### src/design/assert_macros.svh
// Concurrent assertion helpers. Build with NO_ASSERTIONS defined to strip them.
`ifndef ASSERT_MACROS_SVH
`define ASSERT_MACROS_SVH

`ifndef NO_ASSERTIONS

// Check a condition at every clock edge outside reset.
`define ASSERT_HOLDS(label, clk, rst, expr, msg) \
   label: assert property (@(posedge clk) disable iff (rst) (expr)) else $error(msg);

// Check that an antecedent implies a consequent in the same cycle.
`define ASSERT_IMPLIES(label, clk, rst, ante, cons, msg) \
   label: assert property (@(posedge clk) disable iff (rst) (ante) |-> (cons)) \
      else $error(msg);

// Check that an antecedent implies a consequent in the next cycle.
`define ASSERT_NEXT(label, clk, rst, ante, cons, msg) \
   label: assert property (@(posedge clk) disable iff (rst) (ante) |=> (cons)) \
      else $error(msg);

`else

`define ASSERT_HOLDS(label, clk, rst, expr, msg)
`define ASSERT_IMPLIES(label, clk, rst, ante, cons, msg)
`define ASSERT_NEXT(label, clk, rst, ante, cons, msg)

`endif

`endif

### src/design/bsq_pkg.sv
`default_nettype none

package bsq_pkg;

   localparam int DEPTH_DEFAULT = 8;
   localparam int WORD_W        = 32;
   localparam int FUNC_W        = 2;
   localparam int COUNT_OUT_W   = 4;

   typedef enum logic [FUNC_W-1:0] {
      FN_APPEND = 2'd0,
      FN_INSERT = 2'd1,
      FN_POP    = 2'd2,
      FN_SORT   = 2'd3
   } func_type;

   localparam logic [WORD_W-1:0] EMPTY_WORD = '1;

   // Result word, lowest field last.
   typedef struct packed {
      logic                   pad;
      logic                   dropped;
      logic                   is_full;
      logic [COUNT_OUT_W-1:0] item_count;
      logic [WORD_W-1:0]      head_value;
      logic                   popped_ok;
      logic [WORD_W-1:0]      popped_value;
   } rsp_word_type;

   localparam int RSP_DATA_W = $bits(rsp_word_type);

endpackage

`default_nettype wire

### src/design/bsq_ram.sv
`default_nettype none

module bsq_ram #(
   parameter int DEPTH = bsq_pkg::DEPTH_DEFAULT
) (
   input  wire logic                             clock,
   input  wire logic                             wr_en,
   input  wire logic [$clog2(DEPTH)-1:0]         wr_addr,
   input  wire logic [bsq_pkg::WORD_W-1:0]       wr_data,
   input  wire logic                             rd_en,
   input  wire logic [$clog2(DEPTH)-1:0]         rd_addr,
   output logic      [bsq_pkg::WORD_W-1:0]       rd_data
);

   logic [bsq_pkg::WORD_W-1:0] store_ff [DEPTH];
   logic [bsq_pkg::WORD_W-1:0] rd_data_ff;

   always_ff @(posedge clock) begin
      if (wr_en) begin
         store_ff[wr_addr] <= wr_data;
      end
   end

   always_ff @(posedge clock) begin
      if (rd_en) begin
         rd_data_ff <= store_ff[rd_addr];
      end
   end

   assign rd_data = rd_data_ff;

endmodule

`default_nettype wire

### src/design/bounded_sorted_queue_unit.sv
`default_nettype none
`include "assert_macros.svh"

// Bounded sorted queue: a circular queue of DEPTH signed 32-bit words held in one
// single-port-write, registered-read memory. Each request word (req_tuser = operation,
// req_tdata = value) yields exactly one response word. Operations: append at the tail
// (dropped when full), sorted insert after all entries less than or equal to the
// value (when full the word at the tail, or the new one, is dropped), pop the head
// (-1 when empty) and a stable ascending sort. Every response carries the popped
// word, the new head (-1 when empty), the count, full and dropped flags.
// One request is worked at a time. A sorted insert into a non-empty queue, or a
// sort of two words or more, streams one memory read per cycle through the entries
// and rewrites them behind the reads, the rate set by the memory's single read
// port. A sort makes bubble passes over the memory, each one position shorter,
// stopping after the first pass with no swap or after the pass over two words. A
// new request is taken while the previous response still waits in the output
// register.
module bounded_sorted_queue_unit #(
   parameter int DEPTH = bsq_pkg::DEPTH_DEFAULT
) (
   input  wire logic                             clock,
   input  wire logic                             reset,
   // request
   input  wire logic                             req_tvalid,
   output logic                                  req_tready,
   input  wire logic [bsq_pkg::WORD_W-1:0]       req_tdata,  // [31:0] value
   input  wire logic [bsq_pkg::FUNC_W-1:0]       req_tuser,  // [1:0] func
   // response
   output logic                                  rsp_tvalid,
   input  wire logic                             rsp_tready,
   // [31:0] popped_value, [32] popped_ok, [64:33] head_value,
   // [68:65] item_count, [69] is_full, [70] dropped, [71] zero
   output logic      [bsq_pkg::RSP_DATA_W-1:0]   rsp_tdata
);

   localparam int PW = $clog2(DEPTH);
   localparam int CW = $clog2(DEPTH + 1);

   typedef enum logic [5:0] {
      ST_IDLE   = 6'b000001,
      ST_POP    = 6'b000010,
      ST_SCAN   = 6'b000100,
      ST_FINISH = 6'b001000,
      ST_HEAD   = 6'b010000,
      ST_DONE   = 6'b100000
   } state_type;

   state_type                      state_ff, state_in;
   bsq_pkg::func_type              func_ff, func_in;
   logic [bsq_pkg::WORD_W-1:0]     value_ff, value_in;
   logic [PW-1:0]                  head_ff, head_in;
   logic [CW-1:0]                  occ_ff, occ_in;
   logic [PW-1:0]                  last_ff, last_in;
   logic [PW-1:0]                  iss_ff, iss_in;
   logic                           iss_on_ff, iss_on_in;
   logic                           dv_ff, dv_in;
   logic [PW-1:0]                  dpos_ff, dpos_in;
   logic [bsq_pkg::WORD_W-1:0]     carry_ff, carry_in;
   logic                           placed_ff, placed_in;
   logic                           swapped_ff, swapped_in;
   logic [bsq_pkg::WORD_W-1:0]     popped_ff, popped_in;
   logic                           ok_ff, ok_in;
   logic                           drop_ff, drop_in;
   logic                           rsp_valid_ff, rsp_valid_in;
   bsq_pkg::rsp_word_type          rsp_data_ff, rsp_data_in;

   logic                           wr_en;
   logic [PW-1:0]                  wr_addr;
   logic [bsq_pkg::WORD_W-1:0]     wr_data;
   logic                           rd_en;
   logic [PW-1:0]                  rd_addr;
   logic [bsq_pkg::WORD_W-1:0]     rd_data;
   logic                           req_accept;
   logic                           is_full;
   logic                           full_append;

   // Map a logical position (0 = head) to a memory address.
   function automatic logic [PW-1:0] slot(input logic [PW-1:0] pos);
      logic [PW:0] sum;
      sum = {1'b0, head_ff} + {1'b0, pos};
      if (sum >= (PW+1)'(DEPTH)) begin
         sum = sum - (PW+1)'(DEPTH);
      end
      return sum[PW-1:0];
   endfunction

   bsq_ram #(
      .DEPTH(DEPTH)
   ) u_ram (
      .clock   (clock),
      .wr_en   (wr_en),
      .wr_addr (wr_addr),
      .wr_data (wr_data),
      .rd_en   (rd_en),
      .rd_addr (rd_addr),
      .rd_data (rd_data)
   );

   assign req_tready = (state_ff == ST_IDLE) && !reset;
   assign req_accept = req_tvalid && req_tready;
   assign is_full    = (occ_ff == CW'(DEPTH));

   always_comb begin
      state_in     = state_ff;
      func_in      = func_ff;
      value_in     = value_ff;
      head_in      = head_ff;
      occ_in       = occ_ff;
      last_in      = last_ff;
      iss_in       = iss_ff;
      iss_on_in    = iss_on_ff;
      dv_in        = 1'b0;
      dpos_in      = dpos_ff;
      carry_in     = carry_ff;
      placed_in    = placed_ff;
      swapped_in   = swapped_ff;
      popped_in    = popped_ff;
      ok_in        = ok_ff;
      drop_in      = drop_ff;
      rsp_valid_in = rsp_valid_ff && !rsp_tready;
      rsp_data_in  = rsp_data_ff;
      wr_en        = 1'b0;
      wr_addr      = head_ff;
      wr_data      = value_ff;
      rd_en        = 1'b0;
      rd_addr      = head_ff;

      unique case (state_ff)
         ST_IDLE: begin
            if (req_accept) begin
               // latch the request and clear per-request flags
               func_in    = bsq_pkg::func_type'(req_tuser);
               value_in   = req_tdata;
               popped_in  = bsq_pkg::EMPTY_WORD;
               ok_in      = 1'b0;
               drop_in    = 1'b0;
               placed_in  = 1'b0;
               swapped_in = 1'b0;
               iss_in     = '0;
               iss_on_in  = 1'b1;
               last_in    = PW'(occ_ff - CW'(1));
               state_in   = ST_HEAD;
               unique case (bsq_pkg::func_type'(req_tuser))
                  bsq_pkg::FN_APPEND: begin
                     if (is_full) begin
                        drop_in = 1'b1;
                     end else begin
                        wr_en   = 1'b1;
                        wr_addr = slot(PW'(occ_ff));
                        wr_data = req_tdata;
                        occ_in  = occ_ff + CW'(1);
                     end
                  end
                  bsq_pkg::FN_INSERT: begin
                     state_in = (occ_ff == '0) ? ST_FINISH : ST_SCAN;
                  end
                  bsq_pkg::FN_POP: begin
                     if (occ_ff != '0) begin
                        rd_en    = 1'b1;
                        rd_addr  = head_ff;
                        state_in = ST_POP;
                     end
                  end
                  default: begin
                     if (occ_ff >= CW'(2)) begin
                        state_in = ST_SCAN;
                     end
                  end
               endcase
            end
         end

         ST_POP: begin
            popped_in = rd_data;
            ok_in     = 1'b1;
            occ_in    = occ_ff - CW'(1);
            head_in   = (occ_ff == CW'(1)) ? '0 : slot(PW'(1));
            state_in  = ST_HEAD;
         end

         ST_SCAN: begin
            // issue side: stream reads of positions 0..last
            if (iss_on_ff) begin
               rd_en   = 1'b1;
               rd_addr = slot(iss_ff);
               dv_in   = 1'b1;
               dpos_in = iss_ff;
               iss_in  = iss_ff + PW'(1);
               if (iss_ff == last_ff) begin
                  iss_on_in = 1'b0;
               end
            end
            // data side: one word back from the memory, rewrite behind the reads
            if (dv_ff) begin
               if (func_ff == bsq_pkg::FN_INSERT) begin
                  if (!placed_ff && ($signed(rd_data) > $signed(value_ff))) begin
                     wr_en     = 1'b1;
                     wr_addr   = slot(dpos_ff);
                     wr_data   = value_ff;
                     carry_in  = rd_data;
                     placed_in = 1'b1;
                  end else if (placed_ff) begin
                     wr_en    = 1'b1;
                     wr_addr  = slot(dpos_ff);
                     wr_data  = carry_ff;
                     carry_in = rd_data;
                  end
               end else begin
                  // bubble pass: carry the larger word forward
                  if (dpos_ff == '0) begin
                     carry_in = rd_data;
                  end else if ($signed(carry_ff) > $signed(rd_data)) begin
                     wr_en      = 1'b1;
                     wr_addr    = slot(dpos_ff - PW'(1));
                     wr_data    = rd_data;
                     swapped_in = 1'b1;
                  end else begin
                     wr_en    = 1'b1;
                     wr_addr  = slot(dpos_ff - PW'(1));
                     wr_data  = carry_ff;
                     carry_in = rd_data;
                  end
               end
               if (dpos_ff == last_ff) begin
                  state_in = ST_FINISH;
               end
            end
         end

         ST_FINISH: begin
            state_in = ST_HEAD;
            if (func_ff == bsq_pkg::FN_INSERT) begin
               // place the trailing word, or drop it when full
               if (is_full) begin
                  drop_in = 1'b1;
               end else begin
                  wr_en   = 1'b1;
                  wr_addr = slot(PW'(occ_ff));
                  wr_data = placed_ff ? carry_ff : value_ff;
                  occ_in  = occ_ff + CW'(1);
               end
            end else begin
               wr_en   = 1'b1;
               wr_addr = slot(last_ff);
               wr_data = carry_ff;
               if (swapped_ff && (last_ff > PW'(1))) begin
                  // another pass, one position shorter
                  last_in    = last_ff - PW'(1);
                  iss_in     = '0;
                  iss_on_in  = 1'b1;
                  swapped_in = 1'b0;
                  state_in   = ST_SCAN;
               end
            end
         end

         ST_HEAD: begin
            rd_en    = 1'b1;
            rd_addr  = head_ff;
            state_in = ST_DONE;
         end

         ST_DONE: begin
            // hold until the output register is free
            if (!rsp_valid_ff || rsp_tready) begin
               rsp_valid_in             = 1'b1;
               rsp_data_in.pad          = 1'b0;
               rsp_data_in.dropped      = drop_ff;
               rsp_data_in.is_full      = is_full;
               rsp_data_in.item_count   = bsq_pkg::COUNT_OUT_W'(occ_ff);
               rsp_data_in.head_value   = (occ_ff == '0) ? bsq_pkg::EMPTY_WORD : rd_data;
               rsp_data_in.popped_ok    = ok_ff;
               rsp_data_in.popped_value = popped_ff;
               state_in                 = ST_IDLE;
            end
         end

         default: begin
            state_in = ST_IDLE;
         end
      endcase
   end

   always_ff @(posedge clock) begin
      if (reset) begin
         state_ff     <= ST_IDLE;
         head_ff      <= '0;
         occ_ff       <= '0;
         iss_on_ff    <= 1'b0;
         dv_ff        <= 1'b0;
         rsp_valid_ff <= 1'b0;
      end else begin
         state_ff     <= state_in;
         head_ff      <= head_in;
         occ_ff       <= occ_in;
         iss_on_ff    <= iss_on_in;
         dv_ff        <= dv_in;
         rsp_valid_ff <= rsp_valid_in;
      end
   end

   always_ff @(posedge clock) begin
      func_ff     <= func_in;
      value_ff    <= value_in;
      last_ff     <= last_in;
      iss_ff      <= iss_in;
      dpos_ff     <= dpos_in;
      carry_ff    <= carry_in;
      placed_ff   <= placed_in;
      swapped_ff  <= swapped_in;
      popped_ff   <= popped_in;
      ok_ff       <= ok_in;
      drop_ff     <= drop_in;
      rsp_data_ff <= rsp_data_in;
   end

   assign rsp_tvalid = rsp_valid_ff;
   assign rsp_tdata  = rsp_data_ff;

   assign full_append = req_accept && is_full && (req_tuser == bsq_pkg::FN_APPEND);

   // Occupancy never exceeds the depth.
   `ASSERT_HOLDS(a_occ_bound, clock, reset, occ_ff <= CW'(DEPTH), "occupancy above depth")
   // An empty queue keeps its head at address zero.
   `ASSERT_IMPLIES(a_empty_head, clock, reset, occ_ff == '0, head_ff == '0, "empty head moved")
   // A scan only runs over a non-empty queue.
   `ASSERT_IMPLIES(a_scan_nonempty, clock, reset, state_ff == ST_SCAN, occ_ff != '0, "scan empty")
   // An append to a full queue leaves the count alone.
   `ASSERT_NEXT(a_full_append, clock, reset, full_append, $stable(occ_ff), "full append moved")

endmodule

`default_nettype wire

### config.mk
export PLATFORM = sky130hd
export DESIGN_NAME = bounded_sorted_queue_unit
export DESIGN_NICKNAME = d
export VERILOG_FILES = /design/src/design/bsq_pkg.sv /design/src/design/bsq_ram.sv /design/src/design/bounded_sorted_queue_unit.sv
export VERILOG_INCLUDE_DIRS = /design/src /design/src/design
export SDC_FILE = /design/constraint.sdc
export NUM_CORES = 1
export LEC_CHECK = 0
export BUFFER_PORTS_ARGS = -buffer_cell sky130_fd_sc_hd__buf_2
export CAP_MARGIN = 10
export CORE_MARGIN = 4
export CORE_UTILIZATION = 39
export DETAILED_ROUTE_END_ITERATION = 6
export SLEW_MARGIN = 30
export SYNTH_ARGS = -nofsm -noshare
export SYNTH_HDL_FRONTEND = slang
export SYNTH_HIERARCHICAL = 1
export SYNTH_SLANG_ARGS = --single-unit
### constraint.sdc
create_clock -name clock -period 7.7 [get_ports clock]
set_input_delay 0.77 -clock clock [delete_from_list [all_inputs] [get_ports clock]]
set_output_delay 0.77 -clock clock [all_outputs]
set_load 0.03 [all_outputs]
After elaboration in Yosys (flattened, before gate mapping)

Memory sizes are Yosys's and may differ from the RTL's. A register that Yosys moved wholly into a read port is not among the register bits.
Cells that the tools add are included.

Multiplexer cells: 107
Eq/ne operators: 30
Add/sub/neg operators: 17
Bitwise operators: 1
Order comparisons: 10
Reductions and logical operators: 33

Operators by type and width:

| operator            | count |
|---|---|
| $mux 32             | 17 |
| $pmux 32 s3         | 1 |
| $mux 3              | 25 |
| $gt 32x32->1        | 2 |
| $pmux 32 s2         | 1 |
| $mux 1              | 37 |
| $pmux 6 s6          | 1 |
| $ne 2x2->1 const B  | 14 |
| $ge 4x4->1 const B  | 6 |
| $mux 6              | 4 |
| $reduce_and 4->1    | 6 |
| $sub 3x1->3 const B | 8 |
| $add 3x3->4         | 5 |
| $mux 4              | 5 |
| $mux 5              | 4 |
| $pmux 3 s3          | 2 |
| $pmux 5 s3          | 1 |
| $pmux 1 s3          | 4 |
| $pmux 4 s3          | 1 |
| $reduce_and 5->1    | 2 |
| $reduce_and 2->1    | 4 |
| $reduce_and 8->1    | 1 |
| $eq 3x3->1          | 2 |
| $eq 6x1->1 const B  | 1 |
| 31 further kinds    | 44 |

Memories: 1
Register bits after elaboration: 198
Logic and storage cells: 222
Bits in writable memories: 256

Memories:

| memory         | depth | width | rd ports | clocked after memory_dff | wr ports | line          | RTL |
|---|---|---|---|---|---|---|---|
| u_ram.store_ff | 8     | 32    | 1        | 1                        | 1        | bsq_ram.sv:15 | `logic [bsq_pkg::WORD_W-1:0] store_ff [DEPTH];` |

Depth between registers and ports, before layout

Word-level depth: 8
Gate-level depth with buffers: 13
Mapped depth without buffers: 13

By module

The synthesis kept the hierarchy.

By module, submodules not included:

| module                    | instances | area an instance (µm²) | cells an instance | seq. area each (µm²) |
|---|---|---|---|---|
| bounded_sorted_queue_unit | 1         | 11254.5                | 1053              | 5785.5 |
| bsq_ram                   | 1         | 10786.6                | 415               | 8648.3 |

Worst setup path before layout

Ideal clock, no wire load.

Path kind: input to register
Start: in req_tvalid
End: reg u_ram.rd_data_ff, in the netlist u_ram/rd_data[0], read port of u_ram.store_ff, enable pin
Path buffers: 0
Setup time: 533 ps
Arrival time: 4995 ps
Stages on the path: 3
Path slack: 2172 ps
Cell sequence: nor2b_1 -> nand2_4 -> o311ai_0

Longest elaborated chain between the ends: 3

RTL lines:

| item               | line                             | RTL |
|---|---|---|
| start: declaration | bounded_sorted_queue_unit.sv:24  | `input wire logic req_tvalid,` |
| $logic_and 1x1->1  | bounded_sorted_queue_unit.sv:100 | `assign req_accept = req_tvalid && req_tready;` |
| $mux 1             | bounded_sorted_queue_unit.sv:130 | `if (req_accept) begin` |
| $pmux 1 s3         | bounded_sorted_queue_unit.sv:128 | `unique case (state_ff)` |
| net rd_en          | bounded_sorted_queue_unit.sv:70  | `logic rd_en;` |
| end: declaration   | bsq_ram.sv:16                    | `logic [bsq_pkg::WORD_W-1:0] rd_data_ff;` |

The timed path passes the listed nets, and every way through them passes these cells.
A chain may end at the register's enable or synchronous reset.

Worst setup path after layout

Start: reg u_ram.rd_data_ff, in the netlist u_ram/rd_data[26], read port of u_ram.store_ff
End: mem u_ram/store_ff[5][30] in the netlist's numbering, enable pin

Elaborated cells between the ends (all ways): 12

RTL lines:

| item              | line                             | RTL |
|---|---|---|
| $gt 32x32->1      | bounded_sorted_queue_unit.sv:196 | `if (!placed_ff && ($signed(rd_data) > $signed(value_ff))) begin` |
| $logic_and 1x1->1 | bounded_sorted_queue_unit.sv:196 |  |
| $mux 3            | bounded_sorted_queue_unit.sv:196 |  |
| $mux 3            | bounded_sorted_queue_unit.sv:195 | `if (func_ff == bsq_pkg::FN_INSERT) begin` |
| $mux 3            | bounded_sorted_queue_unit.sv:194 | `if (dv_ff) begin` |
| $pmux 3 s3        | bounded_sorted_queue_unit.sv:128 |  |
| net wr_addr[0]    | bounded_sorted_queue_unit.sv:68  | `logic [PW-1:0] wr_addr;` |
| end: declaration  | bsq_ram.sv:15                    |  |

The timed path passes the listed nets, and every way through them passes these cells.

==> impl_metrics.py <==
metrics = {
    "synthesis": {
        "synth-edff-count": 470,
        "synth-simple-area-share_pct": 6.477,
        "synth_compound_area_share_pct": 9.770,
        "synth.avg_cell_area_um2": 15.01,
        "ys_async_sr_fraction_pct": 0,
        "synth.most_common_cell": "edfxtp_1",
        "yosys.area.top_type_share_pct": 64.03,
        "synth_cell_types": 72,
        "syn_nets": 1590,
        "synth_cells": 1468,
        "synth.top_cells.by_count": "edfxtp_1 (470), a21oi_1 (108), nor2_1 (106), nand2_1 (105), inv_1 (86)",
        "synth-seq-cells": 486,
        "yosys.area_share.adder_pct": 4.939,
        "synth_ff_type": "edfxtp_1",
        "synth_top_family_by_area": "compound AO/OA/AOI/OAI gates",
        "synth_seq_area_share_pct": 65.49,
        "synth.cell_area_mm2": 0.02204,
        "synthTopCellsByArea": "edfxtp_1 (64%), mux4_1 (4.8%), ha_1 (4.5%)",
        "synthMuxAreaShare_pct": 9.139,
        "synth_area_leader_cell": "edfxtp_1",
        "synth_warnings": 6,
        "synth_xor_area_share_pct": 0.7947,
    },
    "clock_network": {
        "hold_buffers": 0,
        "clock_latency_ns": 0.61,
        "root_buffer": "clkbuf_16",
        "cts-buffers-inserted": 50,
        "clk_pin_slew_ns": 0.06,
        "post-cts-setup-buffers": 0,
        "cts_resized": 0,
        "cts_tree": "done",
        "cts.sink_count": 486,
        "ctsLongestPathBuffers": 3,
        "ctsHtreeMaxLevel": 2,
    },
    "sta": {
        "slew_headroom_pct": 33.27,
        "hold_viol": 0,
        "slew_viol_final": 0,
        "clock.fmax_mhz": 197.5,
        "tightest_slew_ns": 1.001,
        "fin_crit_sh_pct": 65.75,
        "finalSetupTns_ns": 0,
        "rsz0062_at_grt": "no",
        "period_needed_ns": 5.062,
        "clock_skew_ns": 0.04358,
        "setup_slack_ns": 2.638,
        "finalSetupViolCount": 0,
    },
    "place": {
        "place_hpwl_um": 36360,
        "dp_cells": 2278,
        "place_ws_ns": 2.797,
        "gp_congestion": 0.8673,
        "port_buffers": 110,
    },
    "floorplanning": {
        "dieArea_mm2": 0.06038,
        "rows": 86,
        "die_y_um": 245.7,
        "initial_core_util_pct": 39.70,
        "io_pins": 112,
        "core_mm2": 0.05552,
        "die_w_um": 245.7,
    },
    "critical_path": {
        "r2r-start": "u_ram/rd_data[26]",
        "cp_max_fo": 17,
        "crit_start": "u_ram/rd_data[26]",
        "arrival_ns": 5.34,
        "cp_data_required_time_ns": 7.98,
        "worstSetupStartpointType": "flip-flop",
        "cp_common_cell": "nor4_1",
        "path_cells": "ha_1, nand4_1, nor4_1, nor3b_1, nor4_1, nor2b_1, o21ai_0, o211ai_1, nand2b_1, nor2_4, buf_16",
        "cp-end-kind": "flip-flop",
        "path_class": "flip-flop to flip-flop",
        "critPathMaxStageDelay_ns": 0.78,
        "slowest_stage": "nor3b_1",
    },
    "drt": {
        "dr_total_vias": 13560,
        "wl_um": 54300,
        "drc": 0,
        "ant_nets": 0,
        "drt-initial-drc-count": 1511,
        "viasPerCell": 5.727,
        "drt-wirelength-per-cell_um": 22.94,
        "dr.pass1.iters": 6,
    },
    "final_layout": {
        "nets": 1704,
        "drive_above_1_share_pct": 18.79,
        "layout.cells.non_filler": 2367,
        "seqCellArea_mm2": 0.01443,
        "area_growth_pct": 15.02,
        "multi_input_area_mm2": 0.007000,
        "fillers": 4810,
    },
    "power_and_ir_drop": {
        "p_leak_uw": 0.008674,
        "ir_drop_mv": 0.3246,
        "power.density_mw_per_mm2": 336.0,
    },
    "min_path": {
        "min_from": "req_tdata[5]",
        "hold_class": "input port to flip-flop",
    },
    "global_routing": {
        "grt_pass1_wl_um": 82300,
        "grt_pass1_vias": 13370,
        "overflow": 0,
        "track_usage_pct": 17.70,
        "grt_max_degree": 99,
        "antenna_found_initial": 3,
    },
    "run_status": {
        "status": "completed",
    },
    "flow_run": {
        "maxCapViolCount": 0,
    },
}
[per-layer routing]
| layer | vias to the layer above | GRT usage [%] | routed length [um] |
|---|---|---|---|
| li1 | 6027 | - | - |
| met1 | 6817 | 26.01 | 24380 |
| met2 | 589 | 26.88 | 23980 |
| met3 | 116 | 3.784 | 4577 |
| met4 | 6 | 4.705 | 1330 |
| met5 | - | 0 | 35 |
[state kept, by name, indices dropped and copies added (netlist names), 4 cells and up]
| signal | flops |
|---|---|
| carry_ff | 32 |
| occ_ff | 4 |
| popped_ff | 32 |
| rsp_tdata | 71 |
| state_ff | 6 |
| u_ram/rd_data | 32 |
| u_ram/store_ff | 256 |
| value_ff | 32 |
[logic make-up (layout without fill, tap and decap cells)]
| group | after synthesis | count (layout) |
|---|---|---|
| xor+xnor | 20 | 20 |
| mux | 102 | 102 |
| other cells | 1 | 2 |
| flops | 486 | 486 |
| simple gates | 297 | 297 |
| buf+inv | 165 | 315 |
| fa+ha+maj | 84 | 84 |
| compound gates | 313 | 313 |
[final timing paths]
path         depth (start not counted)                    end  slack [ns]
max                                 11  u_ram/store_ff[5][30]        2.64
min                                  1            value_ff[5]        0.37
max reg2reg                         11  u_ram/store_ff[5][30]        2.64
min reg2reg                          0           rsp_tdata[3]        0.42
[power by group]
group	internal, uW	switching, uW
clock	1410	1020
combinational	723	1680
sequential	3580	109
[cells in the final DEF, fill, tap and decap left out, drive strengths merged, types with 20 or more instances in the layout]
cell | netlist | final
edfxtp | 470 | 470
buf | 46 | 139
nor2 | 109 | 109
a21oi | 108 | 108
nand2 | 107 | 107
inv | 87 | 88
ha | 79 | 79
mux4 | 64 | 64
clkbuf | 31 | 61
a221oi | 34 | 34
a221o | 34 | 34
o221ai | 34 | 34
o22ai | 34 | 34
mux2 | 34 | 34
o21ai | 29 | 29
clkinv | 1 | 20
[worst max-delay path: cells and delay by family (launching register included)]
family	cells	cell delay [ns]
compound gates	2	0.79
fa+ha+maj	1	0.34
buf+inv	1	0.24
flops	1	0.46
simple gates	7	2.92
[metrics by stage]
stage | power (uW) | utilization, % | instance area (um^2) | hold WS, ns
floorplan | 5276 | - | 22040 | 0.4003
global placement | 5977 | 42.10 | 23380 | 0.4050
detailed placement | 6087 | 42.65 | 23680 | 0.4045
CTS | 8523 | 45.64 | 25340 | 0.3345
global route | 8917 | 45.66 | 25350 | 0.3540
finish | 8517 | 45.66 | 25350 | 0.3718
[final cells by class]
class                      count  share of cell area (%)
sequential                   486                   56.93
multi-input combinational    817                   27.61
clock buffer                  61                   5.256
timing repair buffer         139                   3.894
tap                          748                   3.692
inverter                      88                   1.323
clock inverter                27                   1.278
antenna                        1                0.009871
Power figures use the tool's default switching activity.
